### src/rtl/abdd_pkg.sv
// ---------------------------------------------------------------------------
// Averaged bearing dead-band drive: package
// Field widths, register codes, reset values, sequencer states and the
// CORDIC arctangent table.
// ---------------------------------------------------------------------------
package abdd_pkg;

   // Word field widths.
   localparam int POS_W    = 16;
   localparam int ORIENT_W = 16;
   localparam int ANGLE_W  = 18;
   localparam int VEL_W    = 16;
   localparam int GOAL_W   = 18;
   localparam int DBAND_W  = 16;
   localparam int GAIN_W   = 20;
   localparam int SPEED_W  = 15;
   localparam int SUM_W    = 28;
   localparam int CSR_IDX_W  = 2;
   localparam int CSR_DATA_W = 20;

   // Default parameter values and limits.
   localparam int SAMPLES_PER_DECISION_DEF = 3;
   localparam int ARCTAN_ITERATIONS_DEF    = 16;
   localparam int ATAN_TABLE_LEN           = 24;

   // Fixed-point constants.
   localparam int HALF_PI_Q16 = 102944;
   localparam int SUM_MAX     = 134217727;
   localparam int SUM_MIN     = -134217728;

   // Register reset values.
   localparam int GOAL_RESET  = 0;
   localparam int DBAND_RESET = 197;
   localparam int GAIN_RESET  = 166038;
   localparam int SPEED_RESET = 19661;

   // Configuration register indexes.
   typedef enum logic [CSR_IDX_W-1:0] {
      REG_GOAL_ANGLE       = 2'd0,
      REG_DEADBAND         = 2'd1,
      REG_ORIENTATION_GAIN = 2'd2,
      REG_DRIVE_SPEED      = 2'd3
   } csr_reg_type;

   // Sequencer states.
   typedef enum logic [2:0] {
      ST_IDLE,
      ST_ROTATE,
      ST_BEAR,
      ST_ACCUM,
      ST_DECIDE,
      ST_RESULT
   } state_type;

   // atan(2^-i) in radians, 16 fraction bits; zero past the table's useful end.
   function automatic logic [15:0] atan_entry(input logic [4:0] idx);
      logic [15:0] val;
      unique case (idx)
         5'd0:  val = 16'd51472;
         5'd1:  val = 16'd30385;
         5'd2:  val = 16'd16055;
         5'd3:  val = 16'd8150;
         5'd4:  val = 16'd4091;
         5'd5:  val = 16'd2047;
         5'd6:  val = 16'd1024;
         5'd7:  val = 16'd512;
         5'd8:  val = 16'd256;
         5'd9:  val = 16'd128;
         5'd10: val = 16'd64;
         5'd11: val = 16'd32;
         5'd12: val = 16'd16;
         5'd13: val = 16'd8;
         5'd14: val = 16'd4;
         5'd15: val = 16'd2;
         5'd16: val = 16'd1;
         default: val = 16'd0;
      endcase
      return val;
   endfunction

endpackage

### src/rtl/abdd_req_if.sv
// ---------------------------------------------------------------------------
// Averaged bearing dead-band drive: request channel
// Valid/ready channel carrying one position and orientation sample.
// ---------------------------------------------------------------------------
interface abdd_req_if;
   logic                                      valid;
   logic                                      ready;
   logic                                      run;
   logic signed [abdd_pkg::POS_W-1:0]         pos_x;
   logic signed [abdd_pkg::POS_W-1:0]         pos_y;
   logic signed [abdd_pkg::ORIENT_W-1:0]      orient;

   modport source (output valid, run, pos_x, pos_y, orient, input ready);
   modport sink   (input valid, run, pos_x, pos_y, orient, output ready);
endinterface

### src/rtl/abdd_rsp_if.sv
// ---------------------------------------------------------------------------
// Averaged bearing dead-band drive: response channel
// Valid/ready channel carrying the bearing and the drive decision.
// ---------------------------------------------------------------------------
interface abdd_rsp_if;
   logic                                      valid;
   logic                                      ready;
   logic signed [abdd_pkg::ANGLE_W-1:0]       bearing_angle;
   logic signed [abdd_pkg::VEL_W-1:0]         drive_velocity;
   logic                                      drive_updated;

   modport source (output valid, bearing_angle, drive_velocity, drive_updated,
                   input ready);
   modport sink   (input valid, bearing_angle, drive_velocity, drive_updated,
                   output ready);
endinterface

### src/rtl/abdd_csr_if.sv
// ---------------------------------------------------------------------------
// Averaged bearing dead-band drive: register write channel
// Valid/ready channel carrying a register index and write data.
// ---------------------------------------------------------------------------
interface abdd_csr_if;
   logic                                      valid;
   logic                                      ready;
   logic [abdd_pkg::CSR_IDX_W-1:0]            index;
   logic [abdd_pkg::CSR_DATA_W-1:0]           wdata;

   modport source (output valid, index, wdata, input ready);
   modport sink   (input valid, index, wdata, output ready);
endinterface

### src/rtl/averaged_bearing_deadband_drive.sv
// ---------------------------------------------------------------------------
// Averaged bearing dead-band drive
// Computes the target bearing with an iterative CORDIC, accumulates the
// angle error and issues a dead-band drive decision every few samples.
//
//   Channel  Port    Direction  Word
//   request  req_if  in         run, pos_x, pos_y, orient
//   response rsp_if  out        bearing_angle, drive_velocity, drive_updated
//   register csr_if  in         index, wdata (always ready)
//
// A running sample goes from accept through ROTATE, where the shared CORDIC step
// runs min(ARCTAN_ITERATIONS, 24) times, then BEAR, ACCUM and DECIDE to RESULT.
// A stopped sample (run low) gives its response in the cycle after accept.
// The request side stays not ready until the response word is taken and
// opens again in the cycle after that.
// Reset is synchronous; no clearing pass is needed after it.
// ---------------------------------------------------------------------------
module averaged_bearing_deadband_drive #(
   parameter int SAMPLES_PER_DECISION = abdd_pkg::SAMPLES_PER_DECISION_DEF,
   parameter int ARCTAN_ITERATIONS    = abdd_pkg::ARCTAN_ITERATIONS_DEF
) (
   input  logic       clock,
   input  logic       reset,
   abdd_req_if.sink   req_if,
   abdd_rsp_if.source rsp_if,
   abdd_csr_if.sink   csr_if
);

   localparam int Iters = (ARCTAN_ITERATIONS < abdd_pkg::ATAN_TABLE_LEN) ?
                          ARCTAN_ITERATIONS : abdd_pkg::ATAN_TABLE_LEN;
   localparam int IterW = $clog2(Iters);
   localparam int CntW  = $clog2(SAMPLES_PER_DECISION + 1);
   localparam int XyW   = 40;
   localparam int ZW    = 19;
   localparam int ProdW = abdd_pkg::GAIN_W + 1 + abdd_pkg::ORIENT_W;
   localparam int ThW   = ProdW - 14;
   localparam int ErrW  = 25;
   localparam int AccW  = abdd_pkg::SUM_W + 1;
   localparam int LimW  = abdd_pkg::SUM_W;

   // Control state.
   abdd_pkg::state_type state_ff, state_in;
   logic [IterW-1:0]    iter_ff;
   logic [CntW-1:0]     count_ff;
   logic signed [abdd_pkg::SUM_W-1:0] sum_ff;

   // Configuration registers.
   logic signed [abdd_pkg::GOAL_W-1:0] goal_ff;
   logic [abdd_pkg::DBAND_W-1:0]       dband_ff;
   logic [abdd_pkg::GAIN_W-1:0]        gain_ff;
   logic [abdd_pkg::SPEED_W-1:0]       speed_ff;

   // Payload registers.
   logic signed [XyW-1:0]              x_ff, y_ff;
   logic signed [ZW-1:0]               z_ff;
   logic                               px_zero_ff;
   logic signed [abdd_pkg::POS_W-1:0]  py_ff;
   logic signed [abdd_pkg::ORIENT_W-1:0] orient_ff;
   logic signed [ProdW-1:0]            prod_ff;
   logic signed [abdd_pkg::ANGLE_W-1:0] bear_ff;
   logic signed [abdd_pkg::ANGLE_W-1:0] rsp_bear_ff;
   logic signed [abdd_pkg::VEL_W-1:0]  rsp_vel_ff;
   logic                               rsp_upd_ff;

   // Handshake strobes.
   logic req_acc, rsp_acc, csr_acc, rot_last;

   assign req_acc  = req_if.valid && req_if.ready;
   assign rsp_acc  = rsp_if.valid && rsp_if.ready;
   assign csr_acc  = csr_if.valid && csr_if.ready;
   assign rot_last = (iter_ff == IterW'(Iters - 1));

   // Next state.
   always_comb begin
      state_in = state_ff;
      unique case (state_ff)
         abdd_pkg::ST_IDLE: begin
            if (req_acc) begin
               state_in = req_if.run ? abdd_pkg::ST_ROTATE : abdd_pkg::ST_RESULT;
            end
         end
         abdd_pkg::ST_ROTATE: begin
            if (rot_last) begin
               state_in = abdd_pkg::ST_BEAR;
            end
         end
         abdd_pkg::ST_BEAR:   state_in = abdd_pkg::ST_ACCUM;
         abdd_pkg::ST_ACCUM:  state_in = abdd_pkg::ST_DECIDE;
         abdd_pkg::ST_DECIDE: state_in = abdd_pkg::ST_RESULT;
         abdd_pkg::ST_RESULT: begin
            if (rsp_acc) begin
               state_in = abdd_pkg::ST_IDLE;
            end
         end
         default: state_in = abdd_pkg::ST_IDLE;
      endcase
   end

   // Handshake outputs.
   always_comb begin
      req_if.ready          = (state_ff == abdd_pkg::ST_IDLE);
      rsp_if.valid          = (state_ff == abdd_pkg::ST_RESULT);
      csr_if.ready          = 1'b1;
      rsp_if.bearing_angle  = rsp_bear_ff;
      rsp_if.drive_velocity = rsp_vel_ff;
      rsp_if.drive_updated  = rsp_upd_ff;
   end

   // Input conditioning: reflect through the origin when x is negative.
   logic signed [abdd_pkg::POS_W:0] px_ext, py_ext, px_abs, py_ref;
   logic signed [XyW-1:0]           x_init, y_init;

   always_comb begin
      px_ext = {req_if.pos_x[abdd_pkg::POS_W-1], req_if.pos_x};
      py_ext = {req_if.pos_y[abdd_pkg::POS_W-1], req_if.pos_y};
      px_abs = req_if.pos_x[abdd_pkg::POS_W-1] ? -px_ext : px_ext;
      py_ref = req_if.pos_x[abdd_pkg::POS_W-1] ? -py_ext : py_ext;
      x_init = {{(XyW - abdd_pkg::POS_W - 21){px_abs[abdd_pkg::POS_W]}}, px_abs, 20'b0};
      y_init = {{(XyW - abdd_pkg::POS_W - 21){py_ref[abdd_pkg::POS_W]}}, py_ref, 20'b0};
   end

   // One CORDIC vectoring step, shared over all iterations.
   logic signed [XyW-1:0] dx, dy, x_step, y_step;
   logic signed [ZW-1:0]  atan_z, z_step;

   always_comb begin
      dx     = y_ff >>> iter_ff;
      dy     = x_ff >>> iter_ff;
      atan_z = $signed({3'b000, abdd_pkg::atan_entry(5'(iter_ff))});
      if (!y_ff[XyW-1]) begin
         x_step = x_ff + dx;
         y_step = y_ff - dy;
         z_step = z_ff + atan_z;
      end else begin
         x_step = x_ff - dx;
         y_step = y_ff + dy;
         z_step = z_ff - atan_z;
      end
   end

   // Bearing: axis cases first, otherwise the clamped CORDIC angle.
   logic signed [abdd_pkg::ANGLE_W-1:0] bear_w;

   always_comb begin
      priority if (px_zero_ff) begin
         if (py_ff > 0) begin
            bear_w = abdd_pkg::ANGLE_W'(abdd_pkg::HALF_PI_Q16);
         end else if (py_ff < 0) begin
            bear_w = -abdd_pkg::ANGLE_W'(abdd_pkg::HALF_PI_Q16);
         end else begin
            bear_w = '0;
         end
      end else if (z_ff > ZW'(abdd_pkg::HALF_PI_Q16)) begin
         bear_w = abdd_pkg::ANGLE_W'(abdd_pkg::HALF_PI_Q16);
      end else if (z_ff < -ZW'(abdd_pkg::HALF_PI_Q16)) begin
         bear_w = -abdd_pkg::ANGLE_W'(abdd_pkg::HALF_PI_Q16);
      end else begin
         bear_w = abdd_pkg::ANGLE_W'(z_ff);
      end
   end

   // Orientation scaling: the product is taken from registers and registered.
   logic signed [ProdW-1:0] prod_w;
   assign prod_w = ProdW'($signed({1'b0, gain_ff})) * ProdW'(orient_ff);

   // Angle error and saturating accumulate.
   logic signed [ThW-1:0]  theta_w;
   logic signed [ErrW-1:0] err_w;
   logic signed [AccW-1:0] acc_w;
   logic signed [abdd_pkg::SUM_W-1:0] sum_sat;

   always_comb begin
      theta_w = prod_ff[ProdW-1:14];
      err_w   = ErrW'(theta_w) - ErrW'(abdd_pkg::HALF_PI_Q16) + ErrW'(bear_ff);
      acc_w   = AccW'(sum_ff) + AccW'(err_w);
      priority if (acc_w > AccW'(abdd_pkg::SUM_MAX)) begin
         sum_sat = abdd_pkg::SUM_W'(abdd_pkg::SUM_MAX);
      end else if (acc_w < AccW'(abdd_pkg::SUM_MIN)) begin
         sum_sat = abdd_pkg::SUM_W'(abdd_pkg::SUM_MIN);
      end else begin
         sum_sat = acc_w[abdd_pkg::SUM_W-1:0];
      end
   end

   // Dead-band limits, scaled by the samples per decision.
   logic signed [abdd_pkg::GOAL_W:0] band_hi, band_lo;
   logic signed [LimW-1:0]           lim_hi, lim_lo;
   logic signed [abdd_pkg::VEL_W-1:0] speed_pos;

   always_comb begin
      band_hi   = (abdd_pkg::GOAL_W + 1)'(goal_ff) + $signed({3'b000, dband_ff});
      band_lo   = (abdd_pkg::GOAL_W + 1)'(goal_ff) - $signed({3'b000, dband_ff});
      lim_hi    = LimW'(band_hi) * LimW'(SAMPLES_PER_DECISION);
      lim_lo    = LimW'(band_lo) * LimW'(SAMPLES_PER_DECISION);
      speed_pos = $signed({1'b0, speed_ff});
   end

   // Control registers.
   always_ff @(posedge clock) begin
      if (reset) begin
         state_ff <= abdd_pkg::ST_IDLE;
         iter_ff  <= '0;
         count_ff <= '0;
         sum_ff   <= '0;
         goal_ff  <= abdd_pkg::GOAL_W'(abdd_pkg::GOAL_RESET);
         dband_ff <= abdd_pkg::DBAND_W'(abdd_pkg::DBAND_RESET);
         gain_ff  <= abdd_pkg::GAIN_W'(abdd_pkg::GAIN_RESET);
         speed_ff <= abdd_pkg::SPEED_W'(abdd_pkg::SPEED_RESET);
      end else begin
         state_ff <= state_in;

         // Register writes.
         if (csr_acc) begin
            unique case (abdd_pkg::csr_reg_type'(csr_if.index))
               abdd_pkg::REG_GOAL_ANGLE:
                  goal_ff <= $signed(csr_if.wdata[abdd_pkg::GOAL_W-1:0]);
               abdd_pkg::REG_DEADBAND:
                  dband_ff <= csr_if.wdata[abdd_pkg::DBAND_W-1:0];
               abdd_pkg::REG_ORIENTATION_GAIN:
                  gain_ff <= csr_if.wdata[abdd_pkg::GAIN_W-1:0];
               abdd_pkg::REG_DRIVE_SPEED:
                  speed_ff <= csr_if.wdata[abdd_pkg::SPEED_W-1:0];
               default: ;
            endcase
         end

         // Iteration counter.
         if (req_acc) begin
            iter_ff <= '0;
         end else if (state_ff == abdd_pkg::ST_ROTATE) begin
            iter_ff <= iter_ff + IterW'(1);
         end

         // Running sum and sample count.
         if (req_acc && !req_if.run) begin
            sum_ff   <= '0;
            count_ff <= '0;
         end else if (state_ff == abdd_pkg::ST_ACCUM) begin
            sum_ff   <= sum_sat;
            count_ff <= count_ff + CntW'(1);
         end else if (state_ff == abdd_pkg::ST_DECIDE &&
                      count_ff == CntW'(SAMPLES_PER_DECISION)) begin
            sum_ff   <= '0;
            count_ff <= '0;
         end
      end
   end

   // Datapath registers.
   always_ff @(posedge clock) begin
      prod_ff <= prod_w;

      if (req_acc) begin
         x_ff       <= x_init;
         y_ff       <= y_init;
         z_ff       <= '0;
         px_zero_ff <= (req_if.pos_x == '0);
         py_ff      <= req_if.pos_y;
         orient_ff  <= req_if.orient;
      end else if (state_ff == abdd_pkg::ST_ROTATE) begin
         x_ff <= x_step;
         y_ff <= y_step;
         z_ff <= z_step;
      end

      if (state_ff == abdd_pkg::ST_BEAR) begin
         bear_ff <= bear_w;
      end

      // Response word.
      if (req_acc && !req_if.run) begin
         rsp_bear_ff <= '0;
         rsp_vel_ff  <= '0;
         rsp_upd_ff  <= 1'b1;
      end else if (state_ff == abdd_pkg::ST_DECIDE) begin
         rsp_bear_ff <= bear_ff;
         if (count_ff == CntW'(SAMPLES_PER_DECISION)) begin
            rsp_upd_ff <= 1'b1;
            priority if (LimW'(sum_ff) > lim_hi) begin
               rsp_vel_ff <= speed_pos;
            end else if (LimW'(sum_ff) < lim_lo) begin
               rsp_vel_ff <= -speed_pos;
            end else begin
               rsp_vel_ff <= '0;
            end
         end else begin
            rsp_upd_ff <= 1'b0;
            rsp_vel_ff <= '0;
         end
      end
   end

endmodule

### src/flat_wrapper.sv
// flat-port wrapper written by rule: the top's interface ports become plain ports
module averaged_bearing_deadband_drive_flat 
#(
   parameter int SAMPLES_PER_DECISION = abdd_pkg::SAMPLES_PER_DECISION_DEF,
   parameter int ARCTAN_ITERATIONS    = abdd_pkg::ARCTAN_ITERATIONS_DEF
)
  (clock, reset, req_if_valid, req_if_run, req_if_pos_x, req_if_pos_y, req_if_orient, req_if_ready, rsp_if_valid, rsp_if_bearing_angle, rsp_if_drive_velocity, rsp_if_drive_updated, rsp_if_ready, csr_if_valid, csr_if_index, csr_if_wdata, csr_if_ready);
  abdd_req_if req_if_i ();
  abdd_rsp_if rsp_if_i ();
  abdd_csr_if csr_if_i ();
  input  logic clock;
  input  logic reset;
  input wire logic [$bits(req_if_i.valid)-1:0] req_if_valid;
  input wire logic [$bits(req_if_i.run)-1:0] req_if_run;
  input wire logic [$bits(req_if_i.pos_x)-1:0] req_if_pos_x;
  input wire logic [$bits(req_if_i.pos_y)-1:0] req_if_pos_y;
  input wire logic [$bits(req_if_i.orient)-1:0] req_if_orient;
  output wire logic [$bits(req_if_i.ready)-1:0] req_if_ready;
  output wire logic [$bits(rsp_if_i.valid)-1:0] rsp_if_valid;
  output wire logic [$bits(rsp_if_i.bearing_angle)-1:0] rsp_if_bearing_angle;
  output wire logic [$bits(rsp_if_i.drive_velocity)-1:0] rsp_if_drive_velocity;
  output wire logic [$bits(rsp_if_i.drive_updated)-1:0] rsp_if_drive_updated;
  input wire logic [$bits(rsp_if_i.ready)-1:0] rsp_if_ready;
  input wire logic [$bits(csr_if_i.valid)-1:0] csr_if_valid;
  input wire logic [$bits(csr_if_i.index)-1:0] csr_if_index;
  input wire logic [$bits(csr_if_i.wdata)-1:0] csr_if_wdata;
  output wire logic [$bits(csr_if_i.ready)-1:0] csr_if_ready;
  assign req_if_i.valid = req_if_valid;
  assign req_if_i.run = req_if_run;
  assign req_if_i.pos_x = req_if_pos_x;
  assign req_if_i.pos_y = req_if_pos_y;
  assign req_if_i.orient = req_if_orient;
  assign req_if_ready = req_if_i.ready;
  assign rsp_if_valid = rsp_if_i.valid;
  assign rsp_if_bearing_angle = rsp_if_i.bearing_angle;
  assign rsp_if_drive_velocity = rsp_if_i.drive_velocity;
  assign rsp_if_drive_updated = rsp_if_i.drive_updated;
  assign rsp_if_i.ready = rsp_if_ready;
  assign csr_if_i.valid = csr_if_valid;
  assign csr_if_i.index = csr_if_index;
  assign csr_if_i.wdata = csr_if_wdata;
  assign csr_if_ready = csr_if_i.ready;
  averaged_bearing_deadband_drive #(.SAMPLES_PER_DECISION(SAMPLES_PER_DECISION), .ARCTAN_ITERATIONS(ARCTAN_ITERATIONS)) u_core (.clock(clock), .reset(reset), .req_if(req_if_i), .rsp_if(rsp_if_i), .csr_if(csr_if_i));
endmodule
### config.mk
export PLATFORM = sky130hd
export DESIGN_NAME = averaged_bearing_deadband_drive_flat
export DESIGN_NICKNAME = d
export VERILOG_FILES = /design/src/rtl/abdd_pkg.sv /design/src/rtl/abdd_req_if.sv /design/src/rtl/abdd_rsp_if.sv /design/src/rtl/abdd_csr_if.sv /design/src/rtl/averaged_bearing_deadband_drive.sv /design/src/flat_wrapper.sv
export SDC_FILE = /design/constraint.sdc
export NUM_CORES = 2
export LEC_CHECK = 0
export BUFFER_PORTS_ARGS = -buffer_cell sky130_fd_sc_hd__buf_2
export CORE_MARGIN = 2
export CORE_UTILIZATION = 59
export DETAILED_ROUTE_END_ITERATION = 8
export GPL_ROUTABILITY_DRIVEN = 0
export PLACE_DENSITY = 0.79
export SYNTH_ARGS = -nofsm -noshare
export SYNTH_HDL_FRONTEND = slang
export SYNTH_SLANG_ARGS = --single-unit
### constraint.sdc
create_clock -name clock -period 7.2 [get_ports clock]
set_clock_uncertainty 0.2 [all_clocks]
set_input_delay 0.36 -clock clock [delete_from_list [all_inputs] [get_ports clock]]
set_output_delay 0.36 -clock clock [all_outputs]
set_load 0.02 [all_outputs]
* After elaboration in Yosys (flattened, before gate mapping)
Memories as Yosys holds them, arrays and structs flattened. A register that Yosys moved wholly into a read port is not among the register bits.
Index checks and enable logic that the tools add are counted.
** Word-level totals
- Register bits after elaboration :: 328
- ROM bits :: 256
- Word-level logic and storage cells :: 112
- Memories kept :: 1
** Memory list
- (name not given) :: words 16, bits a word 16, read ports 1, clocked after Yosys merged registers in 1, wr ports 0, RTL line abdd_pkg.sv:58 : unique case (idx)
** Operators by class
- Add/sub/neg operators :: 16
- Multiply operators :: 3
- Order comparisons :: 8
- Equal/unequal tests :: 13
- Shifts and indexed selects :: 2
- Muxes and demuxes :: 31
- Reductions and logical operators :: 17
** Operators by type and width (count)
- two-way mux 40 bit :: 6
- two-way mux 28 bit :: 4
- two-way mux 18 bit :: 5
- adder 40 bit :: 2
- >>> shifter 40 x 4 -> 40 bit :: 2
- subtractor 40 bit :: 2
- two-way mux 16 bit :: 3
- multiplier 19 x 3 -> 22 bit, second input constant :: 2
- multiplier 21 x 16 -> 37 bit :: 1
- two-way mux 17 bit :: 2
- negation 16 -> 17 bit :: 2
- adder 28 x 25 -> 29 bit :: 1
- > comparator 29 x 28 -> 1 bit, second input constant :: 1
- < comparator 29 x 28 -> 1 bit, second input constant :: 1
- > comparator 28 x 22 -> 1 bit :: 1
- < comparator 28 x 22 -> 1 bit :: 1
- adder 24 x 18 -> 25 bit :: 1
- subtractor 23 x 18 -> 24 bit, second input constant :: 1
- adder 18 x 17 -> 19 bit :: 1
- adder 19 x 17 -> 19 bit :: 1
- > comparator 19 x 18 -> 1 bit, second input constant :: 1
- < comparator 19 x 18 -> 1 bit, second input constant :: 1
- two-way mux 19 bit :: 1
- subtractor 18 x 17 -> 19 bit :: 1
- 28 further kinds :: 46

* Logic depth before layout (Yosys ltp)
- Depth after elaboration :: 7
- Mapped depth :: 35
- Depth with buffers taken out :: 33

* Worst setup path before layout
Ideal clock, no wire load.
- Path type :: register to register
- Start point :: reg u_core.dband_ff[1] in the netlist's numbering
- End point :: reg u_core.rsp_vel_ff, in the netlist u_core.rsp_if.drive_velocity[12]
- Setup time :: 0.076 ns
- Arrival :: 6.908 ns
- Data required time :: 6.924 ns
- Slack :: 0.016 ns
- Stages on the path, launching flop included :: 34
- Cell sequence :: dfxtp_1 -> inv_1 -> ha_1 -> nor2b_1 -> o21ai_0 -> a21boi_0 -> o21ai_0 -> a21oi_1 -> a41o_1 -> o41a_1 -> a211o_1 -> a21oi_1 -> xnor2_1 -> ha_1 -> ha_1 -> and2_1 -> a31oi_1 -> o21ai_0 -> o31ai_1 -> a21oi_1 -> xnor2_1 -> ha_1 -> a21o_1 -> a21o_1 -> a21o_1 -> a21o_1 -> a211o_1 -> a22oi_1 -> o21ai_1 -> and3b_1 -> clkbuf_1 -> clkbuf_1 -> a221oi_1 -> o22ai_1
** On the way
- Cells in the longest elaborated chain, start to end :: 6
- Elaborated cells on any way between the ends :: 9
- Those cells by class :: 2 x add/sub; 2 x mul; 2 x order compare; 3 x mux
** RTL lines
- start: declaration :: RTL line averaged_bearing_deadband_drive.sv:49 : logic [abdd_pkg::DBAND_W-1:0] dband_ff;
- start signal: assignment :: RTL line averaged_bearing_deadband_drive.sv:206 : dband_ff <= abdd_pkg::DBAND_W'(abdd_pkg::DBAND_RESET);
- start signal: assignment :: RTL line averaged_bearing_deadband_drive.sv:218 : dband_ff <= csr_if.wdata[abdd_pkg::DBAND_W-1:0];
- subtractor 18 x 17 -> 19 bit :: RTL line averaged_bearing_deadband_drive.sv:192 : band_lo = (abdd_pkg::GOAL_W + 1)'(goal_ff) - $signed({3'b000, dband_ff});
- multiplier 19 x 3 -> 22 bit :: RTL line averaged_bearing_deadband_drive.sv:194 : lim_lo = LimW'(band_lo) * LimW'(SAMPLES_PER_DECISION);
- < comparator 28 x 22 -> 1 bit :: RTL line averaged_bearing_deadband_drive.sv:281 : end else if (LimW'(sum_ff) < lim_lo) begin
- two-way mux 16 bit :: RTL line averaged_bearing_deadband_drive.sv:281
- two-way mux 16 bit (*) :: RTL line averaged_bearing_deadband_drive.sv:279 : priority if (LimW'(sum_ff) > lim_hi) begin
- two-way mux 16 bit (*) :: RTL line averaged_bearing_deadband_drive.sv:277 : if (count_ff == CntW'(SAMPLES_PER_DECISION)) begin
- end signal: assignment :: RTL line averaged_bearing_deadband_drive.sv:280 : rsp_vel_ff <= speed_pos;
- end signal: assignment :: RTL line averaged_bearing_deadband_drive.sv:282 : rsp_vel_ff <= -speed_pos;
- end: declaration :: RTL line averaged_bearing_deadband_drive.sv:62 : logic signed [abdd_pkg::VEL_W-1:0] rsp_vel_ff;
Every way passes the cells marked *; elsewhere a longest branch is shown, timed or not.
A chain may end at the register's enable or synchronous reset.

* Worst setup path in the final report
- Start point :: reg u_core.dband_ff[1] in the netlist's numbering
- End point :: reg u_core.rsp_vel_ff, in the netlist u_core.rsp_if.drive_velocity[6]
Same word-level chain as after synthesis.

==> results list <==
- EDFF count, synth: 91
- The share of the Yosys chip area taken by registers is 0.186.
- CTS Buffer Depth: 3
- The startpoint identified for the worst register-to-register timing path is u_core.dband_ff[1]$_SDFFE_PP0P_.
* Result of the run: complete, no violations
- Area added between synthesis and finish: 9.23%
- Required time reported for the critical path endpoint: 7510 ps
- The die is ~270 um wide.
- The critical path is of the flip-flop to flip-flop type.
- Hold is met by 31.6 ps.
- Headroom to the max-slew limit came out at 0.228.
* Effective utilization at floorplan: 0.599
* Vias per cell: about 6.2
* Part of the power in the clock network: 0.101
- The worst register-to-register path has a depth of 31.
- Synthesized area per cell: around 8.6 um2
- Period utilisation layout: 0.974
- The first global-routing pass estimated approximately 170000 um of wire.
- In this run the remaining antenna-violating nets after routing total 0.
- The internal power of the cells totals between 10 and 15 mW.
- Unrepaired setup endpoints after global routing: true
- Port buffer count: about 110
- From bottom edge to top edge, the die measures ~270 um.
* Detailed-route DRC error count: 0
- Global routing finished with a remaining overflow of 0.
* Clock insertion delay at the later pin of the skew report: about 590 ps
- During I/O placement, the number of pins put on the boundary was ~110.
- Cells taking the most area after synthesis: sky130_fd_sc_hd__ha_1, sky130_fd_sc_hd__fa_1, sky130_fd_sc_hd__dfxtp_1
- The cell area that synthesis handed to floorplanning was between 40000 and 50000 um2.
* TritonCTS clock tree: done
* Destination of the worst register-to-register timing path: u_core.rsp_if.drive_velocity[6]$_SDFFE_PP0P_
- Wire per inst: about 19 um
- Net switching power: 10.4 mW
- Of all nets on the critical path, the largest fanout is 6.
- DIE AREA: roughly 71000 um2
- Of all cell types, the one taking the most synthesized area is sky130_fd_sc_hd__ha_1.
- Placement Rows: 95
- Classification of the worst-slack hold path: input port to flip-flop
- # setup viols final: 0
- Worst supply voltage drop on vdd: 0.432 mV
- Of the cells placed in the final design, the portion with a size suffix greater than 1 is 0.0979.
* Final Hold Viols: 0
- Of the total power, the share spent switching nets is 0.500.
* Maximum capacitance violations: 0
- Overall track demand over capacity in global routing: 0.299
* CTS buffer count: 41
* Cell types with the highest counts after synthesis: sky130_fd_sc_hd__nand2_1, sky130_fd_sc_hd__inv_1, sky130_fd_sc_hd__ha_1
* Most numerous cell in the Yosys netlist: sky130_fd_sc_hd__nand2_1
- Standard cell with the maximum stage delay on the critical path: sky130_fd_sc_hd__o41a_1
- Proportion of power drawn by combinational gates: 0.749
- Register-to-Register Setup Slack: around 190 ps
- Power after layout: roughly 21 mW
- Worst setup path startpoint: u_core.dband_ff[1]$_SDFFE_PP0P_
- At the pin with the least slew margin, the transition time is ~1200 ps.
- Number of warnings printed during yosys synthesis: 0
- The most critical setup path has its endpoint at u_core.rsp_if.drive_velocity[6]$_SDFFE_PP0P_.
- The floorplan step defined a core boundary enclosing roughly 68000 um2.
* CTS sink cnt: 330
- Detailed Route Iter0 Violations: just over 3000
- In the final design database the tool counted 5602 nets.
* Pwr Density: about 470 nW/um2
- CTS HTree Levels: 2
- Fraction of synthesis flops using an asynchronous set or reset pin: 0
- Based on the critical path, the design can be clocked at up to roughly 140 MHz.
- The final route contains 35100 vias.
- For this block, the routed nets add up to 107000 um of wire.
- Synthesis produced approximately 4700 cells.
- The worst setup path is launched from a flip-flop.
- Drt pass-1 iters: 6
- Number of global-route vias before repair: around 34000
- Entering global routing, the biggest net connects 76 pins.
* Total nets after synthesis: 5512
- Of the post-synthesis cell area, the dominant cell type holds 0.140.
- After layout, the minimum clock period comes to 7010 ps.
* Post-synth cell types: 97
- Of the total power, registers draw 0.151.
* Most Frequent Cell on Critical Path: sky130_fd_sc_hd__a21o_1
- Cell at the root of the clock tree: sky130_fd_sc_hd__clkbuf_16
* Predominant post-synthesis flop cell: sky130_fd_sc_hd__dfxtp_1
- The layout has 5511 filler cells.
- Largest incremental delay on the critical path: 450 ps
* Leakage component of the power: roughly 20 nW
- The number of antenna violations at the first check in global routing is 2.
* Reg clk slew, reported paths: ~60 ps
* Critical path endpoint category: flip-flop
- Fin. max-slew vios: 0
- HPWL after detailed placement: ~82000 um
- Worst Path Arrival: between 7000 and 8000 ps
* Total of flip-flops plus latches after synthesis: 330
## cells in the final DEF, fill, tap and decap left out, types with 16 or more instances in the layout
master,netlist,layout
sky130_fd_sc_hd__or3_1,33,33
sky130_fd_sc_hd__o21ai_1,23,26
sky130_fd_sc_hd__nand3_1,78,78
sky130_fd_sc_hd__o21ai_0,192,185
sky130_fd_sc_hd__ha_1,451,448
sky130_fd_sc_hd__and3_1,30,30
sky130_fd_sc_hd__clkbuf_16,0,42
sky130_fd_sc_hd__nand2_1,609,607
sky130_fd_sc_hd__nand3b_1,28,28
sky130_fd_sc_hd__a211o_1,20,20
sky130_fd_sc_hd__xnor2_1,165,162
sky130_fd_sc_hd__nor3_1,75,73
sky130_fd_sc_hd__nor2b_1,41,41
sky130_fd_sc_hd__nand2b_1,46,46
sky130_fd_sc_hd__inv_1,464,463
sky130_fd_sc_hd__nand4_1,39,39
sky130_fd_sc_hd__o21bai_1,25,23
sky130_fd_sc_hd__a211oi_1,38,33
sky130_fd_sc_hd__edfxtp_1,91,91
sky130_fd_sc_hd__fa_1,280,280
sky130_fd_sc_hd__o22ai_1,35,35
sky130_fd_sc_hd__nor2_1,245,241
sky130_fd_sc_hd__o21a_1,43,43
sky130_fd_sc_hd__dfxtp_1,239,232
sky130_fd_sc_hd__mux2i_1,63,63
sky130_fd_sc_hd__o211ai_1,22,22
sky130_fd_sc_hd__mux4_2,86,86
sky130_fd_sc_hd__o31ai_1,26,23
sky130_fd_sc_hd__a221o_1,28,28
sky130_fd_sc_hd__dlygate4sd3_1,0,59
sky130_fd_sc_hd__a31oi_1,50,49
sky130_fd_sc_hd__nor4_1,17,17
sky130_fd_sc_hd__mux2_2,22,22
sky130_fd_sc_hd__buf_2,21,112
sky130_fd_sc_hd__xor2_1,131,130
sky130_fd_sc_hd__a21oi_1,319,314
sky130_fd_sc_hd__or2_2,16,16
sky130_fd_sc_hd__a21o_1,86,86
sky130_fd_sc_hd__buf_4,5,90
sky130_fd_sc_hd__and2_1,132,132
## cell type report
cell class / count / area [um2] / area share
Multi-Input combinational cell: 3688 / 30500 / 0.691
Clock inverter: 20 / 238 / 0.00538
Clock buffer: 51 / 1100 / 0.0250
Sequential cell: 330 / 7530 / 0.171
Inverter: 469 / 1760 / 0.0399
Antenna cell: 1 / 2.50 / 0.0000567
Timing Repair Buffer: 265 / 1900 / 0.0430
Tap cell: 873 / 1090 / 0.0247
## critical path: cells and delay by family, from the launching register on
kind / cells / cell delay (ps)
simple gates: 2 / 280
compound gates: 22 / 4460
xor+xnor: 2 / 410
fa+ha+maj: 4 / 1160
buf+inv: 1 / 70
flops: 1 / 330
## kinds of logic after synthesis
group                    count (synthesis)  synth area share
multiplexers                           182            0.0727
AO/OA/AOI/OAI                         1034             0.163
other                                    1         0.0000928
adder cells (fa/ha/maj)                735             0.279
XOR/XNOR                               297            0.0645
buffers and inverters                  687            0.0653
flip-flops                             330             0.186
AND/OR/NAND/NOR                       1439             0.169
## timing repair
item	CTS	global route
pin swaps	0	22
gates cloned	0	0
setup endpoints to repair	15	21
gates resized for setup	4	50
hold buffers	59	0
setup buffers	0	9
hold endpoints to repair	109	0
## worst min path at each step
stage                                                      start                                      endpoint  slack, ps  cells after the start
finish                                          req_if_pos_x[13]                     u_core.x_ff[33]$_DFFE_PP_         30                      3
global route                                     req_if_pos_x[4]                     u_core.x_ff[24]$_DFFE_PP_         50                      3
CTS                                             req_if_pos_x[13]                     u_core.x_ff[33]$_DFFE_PP_          2                      3
detailed placement  u_core.rsp_if.bearing_angle[17]$_SDFFE_PP0P_  u_core.rsp_if.bearing_angle[17]$_SDFFE_PP0P_        250                      2
global placement    u_core.rsp_if.bearing_angle[11]$_SDFFE_PP0P_  u_core.rsp_if.bearing_angle[11]$_SDFFE_PP0P_        240                      2
floorplan                            u_core.z_ff[0]$_SDFFE_PP0P_                   u_core.z_ff[0]$_SDFFE_PP0P_        240                      2
## per-layer routing
| layer | GRT usage | vias to the layer above | wire (um) | part of all wire |
|---|---|---|---|---|
| met1 | 0.391 | 16900 | 43900 | 0.41 |
| met5 | 0 | - | 0 | 0 |
| met4 | 0.113 | 0 | 4030 | 0.038 |
| met3 | 0.0394 | 227 | 8090 | 0.075 |
| met2 | 0.507 | 1408 | 51300 | 0.48 |
| li1 | - | 16600 | - | - |
## stage by stage
step / cell area [um2] / cells / setup TNS (ps) / setup slack (ps) / util
3_5_place_dp: 41900 / 5557 / -178 / -54.4 / 0.621
5_1_grt: 44200 / 5696 / -926 / -105 / 0.654
6_report: 44200 / 5697 / 0 / 189 / 0.654
2_1_floorplan: 40400 / 4705 / 0 / 15.9 / -
3_3_place_gp: 41900 / 5557 / 0 / 118 / 0.621
4_1_cts: 43900 / 5687 / 0 / 35.3 / 0.650
## flip-flops by register name, indices dropped and copies added (netlist names), 18 cells and up
signal / cells
u_core.prod_ff: 23
u_core.x_ff: 40
u_core.goal_ff: 18
u_core.z_ff: 19
u_core.gain_ff: 20
u_core.bear_ff: 18
u_core.rsp_if.bearing_angle: 18
u_core.sum_ff: 28
u_core.y_ff: 40
## power groups by stage
stage | Combinational [mW] | Sequential [mW] | Clock, mW
floorplan | 11.8 | 2.88 | 0
global placement | 14.9 | 3.14 | 0
detailed placement | 15.2 | 3.15 | 0
CTS | 15.4 | 3.11 | 2.14
global route | 17.4 | 3.19 | 2.21
finish | 15.6 | 3.14 | 2.10
Note: power is estimated with default switching activity, not from simulation.
